[src/design/apm_pkg.sv]
// ----------------------------------------------------------------------------
// apm_pkg: shared types and constants for the peak meter
// Log2 table, conversion constants, register indexes, queue entry type.
// ----------------------------------------------------------------------------
`default_nettype none
package apm_pkg;

  localparam int unsigned GainW = 18;
  localparam int unsigned DbW   = 16;
  localparam int unsigned LvlW  = 24;
  localparam int unsigned MsW   = 16;
  localparam int unsigned RateW = 16;
  localparam int unsigned ChW   = 4;

  // 20*log10(2) in Q16
  localparam logic [18:0] DbScale = 19'd394566;

  typedef enum logic [1:0] {
    REG_MIN_DB    = 2'd0,
    REG_SLOW_RATE = 2'd1,
    REG_FAST_RATE = 2'd2
  } reg_idx_e;

  // round(65536*log2(1+i/16))
  function automatic logic [16:0] log2_tab(input logic [4:0] i);
    logic [16:0] v;
    case (i)
      5'd0:  v = 17'd0;
      5'd1:  v = 17'd5732;
      5'd2:  v = 17'd11136;
      5'd3:  v = 17'd16248;
      5'd4:  v = 17'd21098;
      5'd5:  v = 17'd25711;
      5'd6:  v = 17'd30109;
      5'd7:  v = 17'd34312;
      5'd8:  v = 17'd38336;
      5'd9:  v = 17'd42196;
      5'd10: v = 17'd45904;
      5'd11: v = 17'd49472;
      5'd12: v = 17'd52911;
      5'd13: v = 17'd56229;
      5'd14: v = 17'd59434;
      5'd15: v = 17'd62534;
      5'd16: v = 17'd65536;
      default: v = 17'd0;
    endcase
    return v;
  endfunction

  // Classified word passed from the front end to the back end
  typedef struct packed {
    logic [ChW-1:0]        channel;
    logic                  in_range;
    logic signed [DbW-1:0] reading;
    logic [MsW-1:0]        elapsed_ms;
    logic                  clr_falloff;
  } item_t;

endpackage
`default_nettype wire

[src/design/apm_queue.sv]
// ----------------------------------------------------------------------------
// apm_queue: small FIFO between conversion and level update
// Depth four, absorbs the front pipeline's in-flight words.
// ----------------------------------------------------------------------------
`default_nettype none
module apm_queue (
  input  wire logic           clk_i,
  input  wire logic           rst_ni,
  input  wire logic           push_i,
  input  apm_pkg::item_t      data_i,
  input  wire logic           pop_i,
  output logic                valid_o,
  output apm_pkg::item_t      data_o,
  output logic [2:0]          count_o
);

  apm_pkg::item_t mem_q [4];
  logic [1:0] wp_q, rp_q;
  logic [2:0] cnt_q;

  always_ff @(posedge clk_i or negedge rst_ni) begin
    if (!rst_ni) begin
      wp_q  <= '0;
      rp_q  <= '0;
      cnt_q <= '0;
    end else begin
      if (push_i) wp_q <= wp_q + 2'd1;
      if (pop_i)  rp_q <= rp_q + 2'd1;
      cnt_q <= cnt_q + 3'(push_i) - 3'(pop_i);
    end
  end

  always_ff @(posedge clk_i) begin
    if (push_i) mem_q[wp_q] <= data_i;
  end

  assign valid_o = (cnt_q != '0);
  assign data_o  = mem_q[rp_q];
  assign count_o = cnt_q;

endmodule
`default_nettype wire

[config.mk]
export PLATFORM = sky130hd
export DESIGN_NAME = apm_queue
export DESIGN_NICKNAME = d
export VERILOG_FILES = /design/src/design/apm_pkg.sv /design/src/design/apm_queue.sv
export SDC_FILE = /design/constraint.sdc
export NUM_CORES = 1
export LEC_CHECK = 0
export CAP_MARGIN = 10
export CORE_MARGIN = 2
export CORE_UTILIZATION = 35
export DETAILED_ROUTE_END_ITERATION = 12
export DONT_BUFFER_PORTS = 1
export GPL_TIMING_DRIVEN = 0
export HOLD_SLACK_MARGIN = 0.15
export MAX_ROUTING_LAYER = met4
export PLACE_DENSITY = 0.5
export RECOVER_POWER = 100
export SLEW_MARGIN = 0
export SYNTH_ARGS = -nofsm -noshare
export SYNTH_HDL_FRONTEND = slang
export SYNTH_SLANG_ARGS = --single-unit
[constraint.sdc]
create_clock -name clk_i -period 2.61 [get_ports clk_i]
set_input_delay 0.522 -clock clk_i [delete_from_list [all_inputs] [get_ports clk_i]]
set_output_delay 0.522 -clock clk_i [all_outputs]
set_load 0.03 [all_outputs]
==> results.sh <==
export IMPL_outcome="completed"
export IMPL_fin_util_pct=41.4
export IMPL_num_antenna_cells=0
export IMPL_cp_start_kind="register"
export IMPL_r2r_start="wp_q[0]"
export IMPL_ys_warnings_count=0
export IMPL_crit_required_ps=2090
export IMPL_post_cts_setup_buffer_count=0
export IMPL_cts_tree="done"
export IMPL_p_int_mw=5.75
export IMPL_finalPower_mw=8.63
export IMPL_cts_root_buf="clkbuf_16"
export IMPL_grt_use_met1_pct=15.5
export IMPL_final_cell_mix="edfxtp_1, mux4_2, clkbuf_16, dfrtp_1"
export IMPL_crit_fanout=10
export IMPL_drtAntennaViolNets=0
export IMPL_syn_to_final_growth_pct=15.6
export IMPL_grt_setup_unrepaired="false"
export IMPL_gr_total_overflow=0
export IMPL_port_buffers=0
export IMPL_dieWidth_um=134
export IMPL_wire_per_inst_um=21.4
export IMPL_synth_area_um2=5910
export IMPL_r2r_cells=4
export IMPL_period_minus_slack_ps=2360
export IMPL_synth_cells=232
export IMPL_drt_iter0_markers=190
export IMPL_grt_pass1_vias=2646
export IMPL_synth_avg_cell_area_um2=25.5
export IMPL_cts_buffers=17
export IMPL_met3_usage_pct=5.10
export IMPL_synth_top_area_share_pct=77.2
export IMPL_cts_max_level=4
export IMPL_comb_power_share_pct=31.0
export IMPL_die_area_um2=18000
export IMPL_clk_pin_slew_worst_paths_ps=60
export IMPL_ys_seq_area_share_pct=80.1
export IMPL_clock_sinks=159
export IMPL_num_rows=47
export IMPL_min_to="rp_q[0]"
export IMPL_end_kind="output port"
export IMPL_fmax_mhz=424
export IMPL_setup_violations=0
export IMPL_yosys_area_top_type="edfxtp_1"
export IMPL_fp_dieH_um=134
export IMPL_final_fill_count=1445
export IMPL_worst_slew_pin_transition_ps=1410
export IMPL_final_layout_size_suffix_gt1_share_pct=29.0
export IMPL_synth_area_top_cells="edfxtp_1, mux4_2, dfrtp_1"
export IMPL_final_nets=305
export IMPL_num_vias=2360
export IMPL_worstSetupPathType="reg2out"
export IMPL_vdd_drop_max_v=0.000661
export IMPL_groute_usage_overall_pct=13.0
export IMPL_layout_commonest_cell="edfxtp_1"
export IMPL_gp_congestion=0.622
export IMPL_core_area_um2=16500
export IMPL_syn_nets=281
export IMPL_swShare_pct=33.4
export IMPL_hold_violations=0
export IMPL_grt_util_met2_pct=19.8
export IMPL_hold_path_cell_count=1
export IMPL_hp_class="in2reg"
export IMPL_power_frac_seq_pct=40.8
export IMPL_timing_rr_end="mem_q[2][26]"
export IMPL_setup_ws_ps=254
export IMPL_synth_seq_cells=159
export IMPL_setup_worst_path_start="rp_q[0]"
export IMPL_reg2reg_slack_ps=290
export IMPL_p_leak_nw=2.20
export IMPL_maxCapViolations=0
export IMPL_finalClockSkew_ps=6.10
export IMPL_initial_utilization_pct=35.8
export IMPL_worstPathArrival_ps=1830
export IMPL_relSlewSlack_pct=6.11
export IMPL_busiest_layer="met2"
export IMPL_antenna_found_initial=0
export IMPL_dp_hpwl_mm=6.17
export IMPL_slew_violations=0
export IMPL_viasPerCell=4.83
export IMPL_p_switching_mw=2.88
export IMPL_dp_slack_ps=679
export IMPL_ioPinCount=84
export IMPL_finalWirelength_mm=10.5
export IMPL_clockBufferDepth=2
export IMPL_hold_start="pop_i"
export IMPL_grt_pass1_wl_mm=15.9
export IMPL_clkLatencyLatePin_ps=410
export IMPL_first_pass_iters=4
export IMPL_grt_max_degree=24
export IMPL_remaining_drc_errors=0
export IMPL_post_route_period_util_pct=90.3
export IMPL_synth_cell_type_count=16
export IMPL_p_clk_share_pct=28.2
export IMPL_cellPowerDensity_nw_per_um2=1260
-- what timing repair did --
item                                   4_1_cts  5_1_grt
hold buffers                                 1        0
endpoints found under the hold margin        7        0
gates resized for setup                      0        0
-- power by group through the flow --
stage / Clock (mW) / Combinational, mW / Sequential (mW)
6_report: 2.43 / 2.67 / 3.52
5_1_grt: 2.61 / 2.86 / 3.57
4_1_cts: 2.50 / 2.83 / 3.53
3_5_place_dp: 0 / 2.82 / 3.57
3_3_place_gp: 0 / 2.72 / 3.59
2_1_floorplan: 0 / 2.26 / 3.55
-- sequential cells by signal (all words and copies together) (netlist names) --
register / cells
count_o: 3
wp_q: 2
mem_q: 152
rp_q: 2
-- logic make-up (layout without fill, tap and decap cells) --
family | count (synthesis) | after routing | synth area share (%)
xor gates and xnor gates | 5 | 5 | 0.741
adders and majority gates | 7 | 7 | 1.61
and+or+nand+nor | 7 | 7 | 0.656
muxes | 38 | 38 | 14.5
buffers and inverters | 15 | 52 | 2.31
DFF | 159 | 159 | 80.1
AOI/OAI and AO/OA | 1 | 1 | 0.0845
-- critical path, stage by stage (launching register included) --
cell and delay (ps):
dfrtp_1 340, buf_6 120, clkbuf_4 290, mux4_2 670
-- synth_stat cells, drive strengths merged --
library cell,count
and2,4
inv,6
o21ai,1
buf,9
ha,6
xnor2,2
dfrtp,7
xor2,3
edfxtp,152
mux4,38
or3,1
nand2,2
fa,1
-- through the flow --
stage | TNS, ps | hold WS, ps | cell area (um^2) | std cells
floorplan | 0 | 226 | 5910 | 232
global placement | -27520 | 227 | 6190 | 452
detailed placement | 0 | 227 | 6270 | 456
CTS | 0 | 162 | 6870 | 489
global route | 0 | 170 | 6840 | 489
finish | 0 | 185 | 6840 | 489
-- routing by layer --
layer	share of wire [%]	vias to the layer above	wire [um]
li1	-	1023	-
met1	43	1253	4490
met5	0	-	0
met4	1.3	0	139
met3	7.1	11	744
met2	49	73	5080
-- how the worst max path moves through the flow --
stage	endpoint	cells past startpoint
2_1_floorplan	mem_q[0][0]	3
3_3_place_gp	mem_q[0][13]	3
3_5_place_dp	count_o[2]	7
4_1_cts	data_o[26]	3
5_1_grt	data_o[24]	3
6_report	data_o[4]	3
-- cell type report --
| cell class | instances | area (um^2) | share of cell area, % |
|---|---|---|---|
| buffer | 9 | 88.8 | 1.30 |
| clock buffer | 20 | 437 | 6.39 |
| clock inverter | 12 | 144 | 2.11 |
| inverter | 6 | 22.5 | 0.329 |
| multi-input combinational | 58 | 1040 | 15.2 |
| sequential | 159 | 4740 | 69.3 |
| tap | 220 | 275 | 4.03 |
| timing repair buffer | 5 | 90.1 | 1.32 |
(Power assumes the default switching activity.)
