==> config.mk <==
export PLATFORM = sky130hd
export DESIGN_NAME = apm_back
export DESIGN_NICKNAME = d
export VERILOG_FILES = /design/src/design/apm_pkg.sv /design/src/design/apm_back.sv
export SDC_FILE = /design/constraint.sdc
export NUM_CORES = 2
export LEC_CHECK = 0
export ABC_AREA = 1
export BUFFER_PORTS_ARGS = -buffer_cell sky130_fd_sc_hd__buf_2
export CAP_MARGIN = 40
export CORE_MARGIN = 1.5
export CORE_UTILIZATION = 60
export DETAILED_ROUTE_END_ITERATION = 7
export GPL_ROUTABILITY_DRIVEN = 0
export GPL_TIMING_DRIVEN = 0
export MAX_ROUTING_LAYER = met4
export PLACE_DENSITY = 0.74
export SLEW_MARGIN = 10
export SYNTH_ARGS = -nofsm -noshare
export SYNTH_HDL_FRONTEND = slang
export SYNTH_SLANG_ARGS = --single-unit
==> constraint.sdc <==
create_clock -name clk_i -period 12.7 [get_ports clk_i]
set_input_delay 3.81 -clock clk_i [delete_from_list [all_inputs] [get_ports clk_i]]
set_output_delay 3.81 -clock clk_i [all_outputs]
set_load 0.03 [all_outputs]
==> src/design/apm_pkg.sv <==
// ----------------------------------------------------------------------------
// apm_pkg: shared types and constants for the peak meter
// Log2 table, conversion constants, register indexes, queue entry type.
// ----------------------------------------------------------------------------
`default_nettype none
package apm_pkg;

  localparam int unsigned GainW = 18;
  localparam int unsigned DbW   = 16;
  localparam int unsigned LvlW  = 24;
  localparam int unsigned MsW   = 16;
  localparam int unsigned RateW = 16;
  localparam int unsigned ChW   = 4;

  // 20*log10(2) in Q16
  localparam logic [18:0] DbScale = 19'd394566;

  typedef enum logic [1:0] {
    REG_MIN_DB    = 2'd0,
    REG_SLOW_RATE = 2'd1,
    REG_FAST_RATE = 2'd2
  } reg_idx_e;

  // round(65536*log2(1+i/16))
  function automatic logic [16:0] log2_tab(input logic [4:0] i);
    logic [16:0] v;
    case (i)
      5'd0:  v = 17'd0;
      5'd1:  v = 17'd5732;
      5'd2:  v = 17'd11136;
      5'd3:  v = 17'd16248;
      5'd4:  v = 17'd21098;
      5'd5:  v = 17'd25711;
      5'd6:  v = 17'd30109;
      5'd7:  v = 17'd34312;
      5'd8:  v = 17'd38336;
      5'd9:  v = 17'd42196;
      5'd10: v = 17'd45904;
      5'd11: v = 17'd49472;
      5'd12: v = 17'd52911;
      5'd13: v = 17'd56229;
      5'd14: v = 17'd59434;
      5'd15: v = 17'd62534;
      5'd16: v = 17'd65536;
      default: v = 17'd0;
    endcase
    return v;
  endfunction

  // Classified word passed from the front end to the back end
  typedef struct packed {
    logic [ChW-1:0]        channel;
    logic                  in_range;
    logic signed [DbW-1:0] reading;
    logic [MsW-1:0]        elapsed_ms;
    logic                  clr_falloff;
  } item_t;

endpackage
`default_nettype wire

==> src/design/apm_back.sv <==
// ----------------------------------------------------------------------------
// apm_back: per-channel level update
// Read-modify-write of the channel state within the same cycle, result in output reg.
// ----------------------------------------------------------------------------
`default_nettype none
module apm_back #(
  parameter int unsigned CHANNELS = 16
) (
  input  wire logic                             clk_i,
  input  wire logic                             rst_ni,
  input  wire logic                             valid_i,
  input  apm_pkg::item_t                        item_i,
  output logic                                  take_o,
  input  wire logic signed [apm_pkg::DbW-1:0]   min_db_i,
  input  wire logic [apm_pkg::RateW-1:0]        slow_rate_i,
  input  wire logic [apm_pkg::RateW-1:0]        fast_rate_i,
  output logic                                  m_tvalid,
  input  wire logic                             m_tready,
  output logic [87:0]                           m_tdata
);

  localparam int unsigned Depth = (CHANNELS < 16) ? CHANNELS : 16;
  localparam int unsigned IdxW  = (Depth > 1) ? $clog2(Depth) : 1;

  // reset value of min_db in each state format
  localparam logic signed [apm_pkg::DbW-1:0]  RstDb  = -16'sd17920;
  localparam logic signed [apm_pkg::LvlW-1:0] RstLvl = -24'sd4587520;

  logic signed [apm_pkg::LvlW-1:0] slow_q [Depth];
  logic signed [apm_pkg::LvlW-1:0] fast_q [Depth];
  logic signed [apm_pkg::DbW-1:0]  fall_q [Depth];
  logic signed [apm_pkg::DbW-1:0]  peak_q [Depth];

  function automatic logic signed [23:0] decay(
    input logic signed [23:0] lvl,
    input logic signed [15:0] rd,
    input logic [15:0]        ms,
    input logic [15:0]        rate,
    input logic signed [15:0] floor_db
  );
    logic signed [33:0] up, n, fl;
    up = 34'(rd) <<< 8;
    fl = 34'(floor_db) <<< 8;
    n  = 34'(lvl) - signed'({2'b0, 32'(ms) * 32'(rate)});
    if (up > 34'(lvl)) return 24'(up);
    if (n < fl) return 24'(fl);
    return 24'(n);
  endfunction

  logic [IdxW-1:0] idx;
  logic signed [23:0] s_n, f_n;
  logic signed [15:0] fo_n, pk_n, rd;
  logic [87:0] res;

  assign take_o = valid_i && (!m_tvalid || m_tready);
  assign idx    = IdxW'(item_i.channel);
  assign rd     = item_i.reading;

  always_comb begin
    s_n  = decay(slow_q[idx], rd, item_i.elapsed_ms, slow_rate_i, min_db_i);
    f_n  = decay(fast_q[idx], rd, item_i.elapsed_ms, fast_rate_i, min_db_i);
    fo_n = (item_i.clr_falloff || rd > fall_q[idx]) ? rd : fall_q[idx];
    pk_n = (rd > peak_q[idx]) ? rd : peak_q[idx];
    if (item_i.in_range)
      res = {4'd0, pk_n, fo_n, f_n[23:8], s_n[23:8], rd, 4'(item_i.channel)};
    else
      res = {4'd0, min_db_i, min_db_i, min_db_i, min_db_i, rd, 4'(item_i.channel)};
  end

  always_ff @(posedge clk_i or negedge rst_ni) begin
    if (!rst_ni) begin
      m_tvalid <= 1'b0;
      for (int i = 0; i < Depth; i++) begin
        slow_q[i] <= RstLvl;
        fast_q[i] <= RstLvl;
        fall_q[i] <= RstDb;
        peak_q[i] <= RstDb;
      end
    end else begin
      if (take_o) m_tvalid <= 1'b1;
      else if (m_tready) m_tvalid <= 1'b0;
      if (take_o && item_i.in_range) begin
        slow_q[idx] <= s_n;
        fast_q[idx] <= f_n;
        fall_q[idx] <= fo_n;
        peak_q[idx] <= pk_n;
      end
    end
  end

  always_ff @(posedge clk_i) begin
    if (take_o) m_tdata <= res;
  end

endmodule
`default_nettype wire

==> reports/qor.yml <==
cts:
  cts_tree: "done"
  clk_pin_slew_worst_paths_ns: 0.06
  cts-root-buf: "clkbuf_16"
  clock_sink_count: 1365
  clock_path_buffers: 3
  h-tree-depth: 4
  cts-buffers-inserted: 144
  clk_latency_ns: 0.83
critical_path:
  crit_arrival_ns: 13.18
  cp_num_buf_inv: 6
  worstPathRequired_ns: 13.39
  cp-start-kind: "primary input"
  crit_cells: 44
  crit_fanout: 10
  cpMostUsedCell: "nand2_1"
  cp-end-kind: "register"
  slowest_stage: "fa_1"
  critical_path.top_delay_family: "adder cells"
  crit_type: "primary input to register"
  reg2regPathDepth: 26
  critPathMaxStageDelay_ns: 0.55
global_route:
  grt_pass1_wl_um: 496000
  antenna_found_initial: 30
  grt_max_degree: 159
  grt_overflow: 0
  grt_pass1_vias: 79100
  track_usage_pct: 47.4
synth:
  netlist_top_cells_count: "nand2_1, inv_1, dfrtp_1, nand3_1, a22oi_1"
  synth_async_sr_flop_share_pct: 93.8
  ys_types: 53
  yosysMostFrequentCell: "nand2_1"
  synth_edf_count: 84
  netlist.top_cell.by_area: "dfrtp_1"
  yosysWarningCount: 0
  synthTopCellsByArea: "dfrtp_1, nand2_1, dfstp_2, fa_1, ha_1"
  syn_area_sq_mm: 0.0858
  synth_top_cell_area_share_pct: 28.0
  synthCells: 10500
  syn_area_per_cell_sq_um: 8.19
  synthFlopType: "dfrtp_1"
  synth_seq_cells: 1365
  ys_seq_area_share_pct: 40.8
routing:
  viasPerCell: 6.35
  wl_per_cell_um: 26.0
  routed_wl_um: 337000
  dr.pass1.iters: 8
  drc: 65
  drtIter0Drc: 12600
  ant_nets: 0
  vias: 82200
die:
  start_util_pct: 60.5
  core_area_sq_mm: 0.142
  die_x_um: 381
  fp.dieH_um: 381
  die-area_sq_mm: 0.145
  num_io_pins: 180
  fp-row-count: 138
finish:
  fillCellCount: 11400
  fin_cells: 13000
  area_growth_syn_to_layout_pct: 12.4
  nets: 11700
  drive_above_1_share_pct: 11.8
  final_core_util_pct: 68.0
timing:
  slew_violations: 0
  finalSetupViolCount: 0
  finalClockSkew_ns: 0.0310
  clock.fmax_mhz: 80.1
  min_period_over_period_pct: 98.4
  min_period_ns: 12.49
  tightestPinTransition_ns: 1.07
  fin_hold_ws_ns: 0.467
  tns_ns: 0
  hold_violations: 0
  maxSlewHeadroom_pct: 28.3
outcome:
  status: "complete, but fails checks"
  violations: "design-rule violations"
min_path:
  hold_class: "register to register"
  holdPathStages: 2
place:
  io_buffers: 143
  dp.cells: 12600
  dp.final_hpwl_um: 249000
run:
  cap_violations: 0
==> per-stage QoR <==
step	cell area (sq um)	setup WS, ns
finish	96400	0.209
CTS	95300	0.000204
global placement	88900	-19.50
global route	96300	-0.0961
floorplan	85800	0.346
detailed placement	90300	-1.36
==> path summary, 6_finish.rpt <==
kind                                    startpoint                      end  slack (ns)
max in group asynchronous                   rst_ni  slow_q[357]$_DFFE_PN1P_        7.04
min reg2reg                 fast_q[91]$_DFFE_PN1P_   fast_q[91]$_DFFE_PN1P_        0.47
max reg2reg                slow_q[279]$_DFFE_PN0P_    m_tdata[33]$_DFFE_PP_        6.43
max                                     item_i[12]    m_tdata[33]$_DFFE_PP_        0.21
min                         fast_q[91]$_DFFE_PN1P_   fast_q[91]$_DFFE_PN1P_        0.47
min in group asynchronous                   rst_ni  fall_q[202]$_DFFE_PN0P_        3.03
==> layer usage <==
metal	GRT usage [%]	routed length [um]	up-vias
met4	32.8	29300	0
met2	64.8	138000	6259
li1	-	-	34900
met5	-	0	-
met1	56.2	118000	39400
met3	20.3	51200	1702
==> repair_timing <==
item,CTS,global route
pin swaps,0,28
hold buffers,0,0
gates resized for setup,114,203
setup endpoints to repair,644,800
buffers inserted,0,22
==> logic make-up (layout without fill, tap and decap cells) <==
family          after synthesis  in the layout  share of synthesized area (%)
simple gates               4920           4920                           23.7
buf+inv                    1743           2271                           8.05
compound gates             1554           1554                           11.7
flops                      1365           1365                           40.8
fa+ha+maj                   778            778                           14.8
xor+xnor                    105            105                           1.07
other cells                   1             78                        0.00437
==> worst min-delay path, delay by kind of cell (launching register included) <==
family	cells	cell delay, ns
flops	1	0.37
simple gates	2	0.10
==> area by class of cell <==
cell class	instances	area [sq um]	share of cell area, %
tap	1890	2360	2.45
buffer	705	3280	3.40
inverter	1036	3890	4.04
multi-input combinational	7361	44400	46.0
clock inverter	44	538	0.558
sequential	1365	35000	36.3
antenna	74	185	0.192
timing repair buffer	264	2530	2.63
clock buffer	222	4230	4.39
==> layout by cell type (no fill, tap or decap), drive strengths merged, types with 84 or more instances in the layout <==
master / n
dfrtp: 961
a21oi: 224
a22oi: 584
ha: 388
clkbuf: 617
inv: 1041
nand2: 3692
nand3: 960
nor2: 158
fa: 390
dfstp: 320
edfxtp: 84
o21ai: 529
buf: 574
==> registers in the layout (all words and copies together) (netlist names) <==
signal and cells:
m_tdata 84, slow_q 384, fast_q 384, fall_q 256, peak_q 256, m_tvalid 1
Power is not shown: default switching activity piles up to over one toggle a cycle in this logic, so the estimate is an artifact.
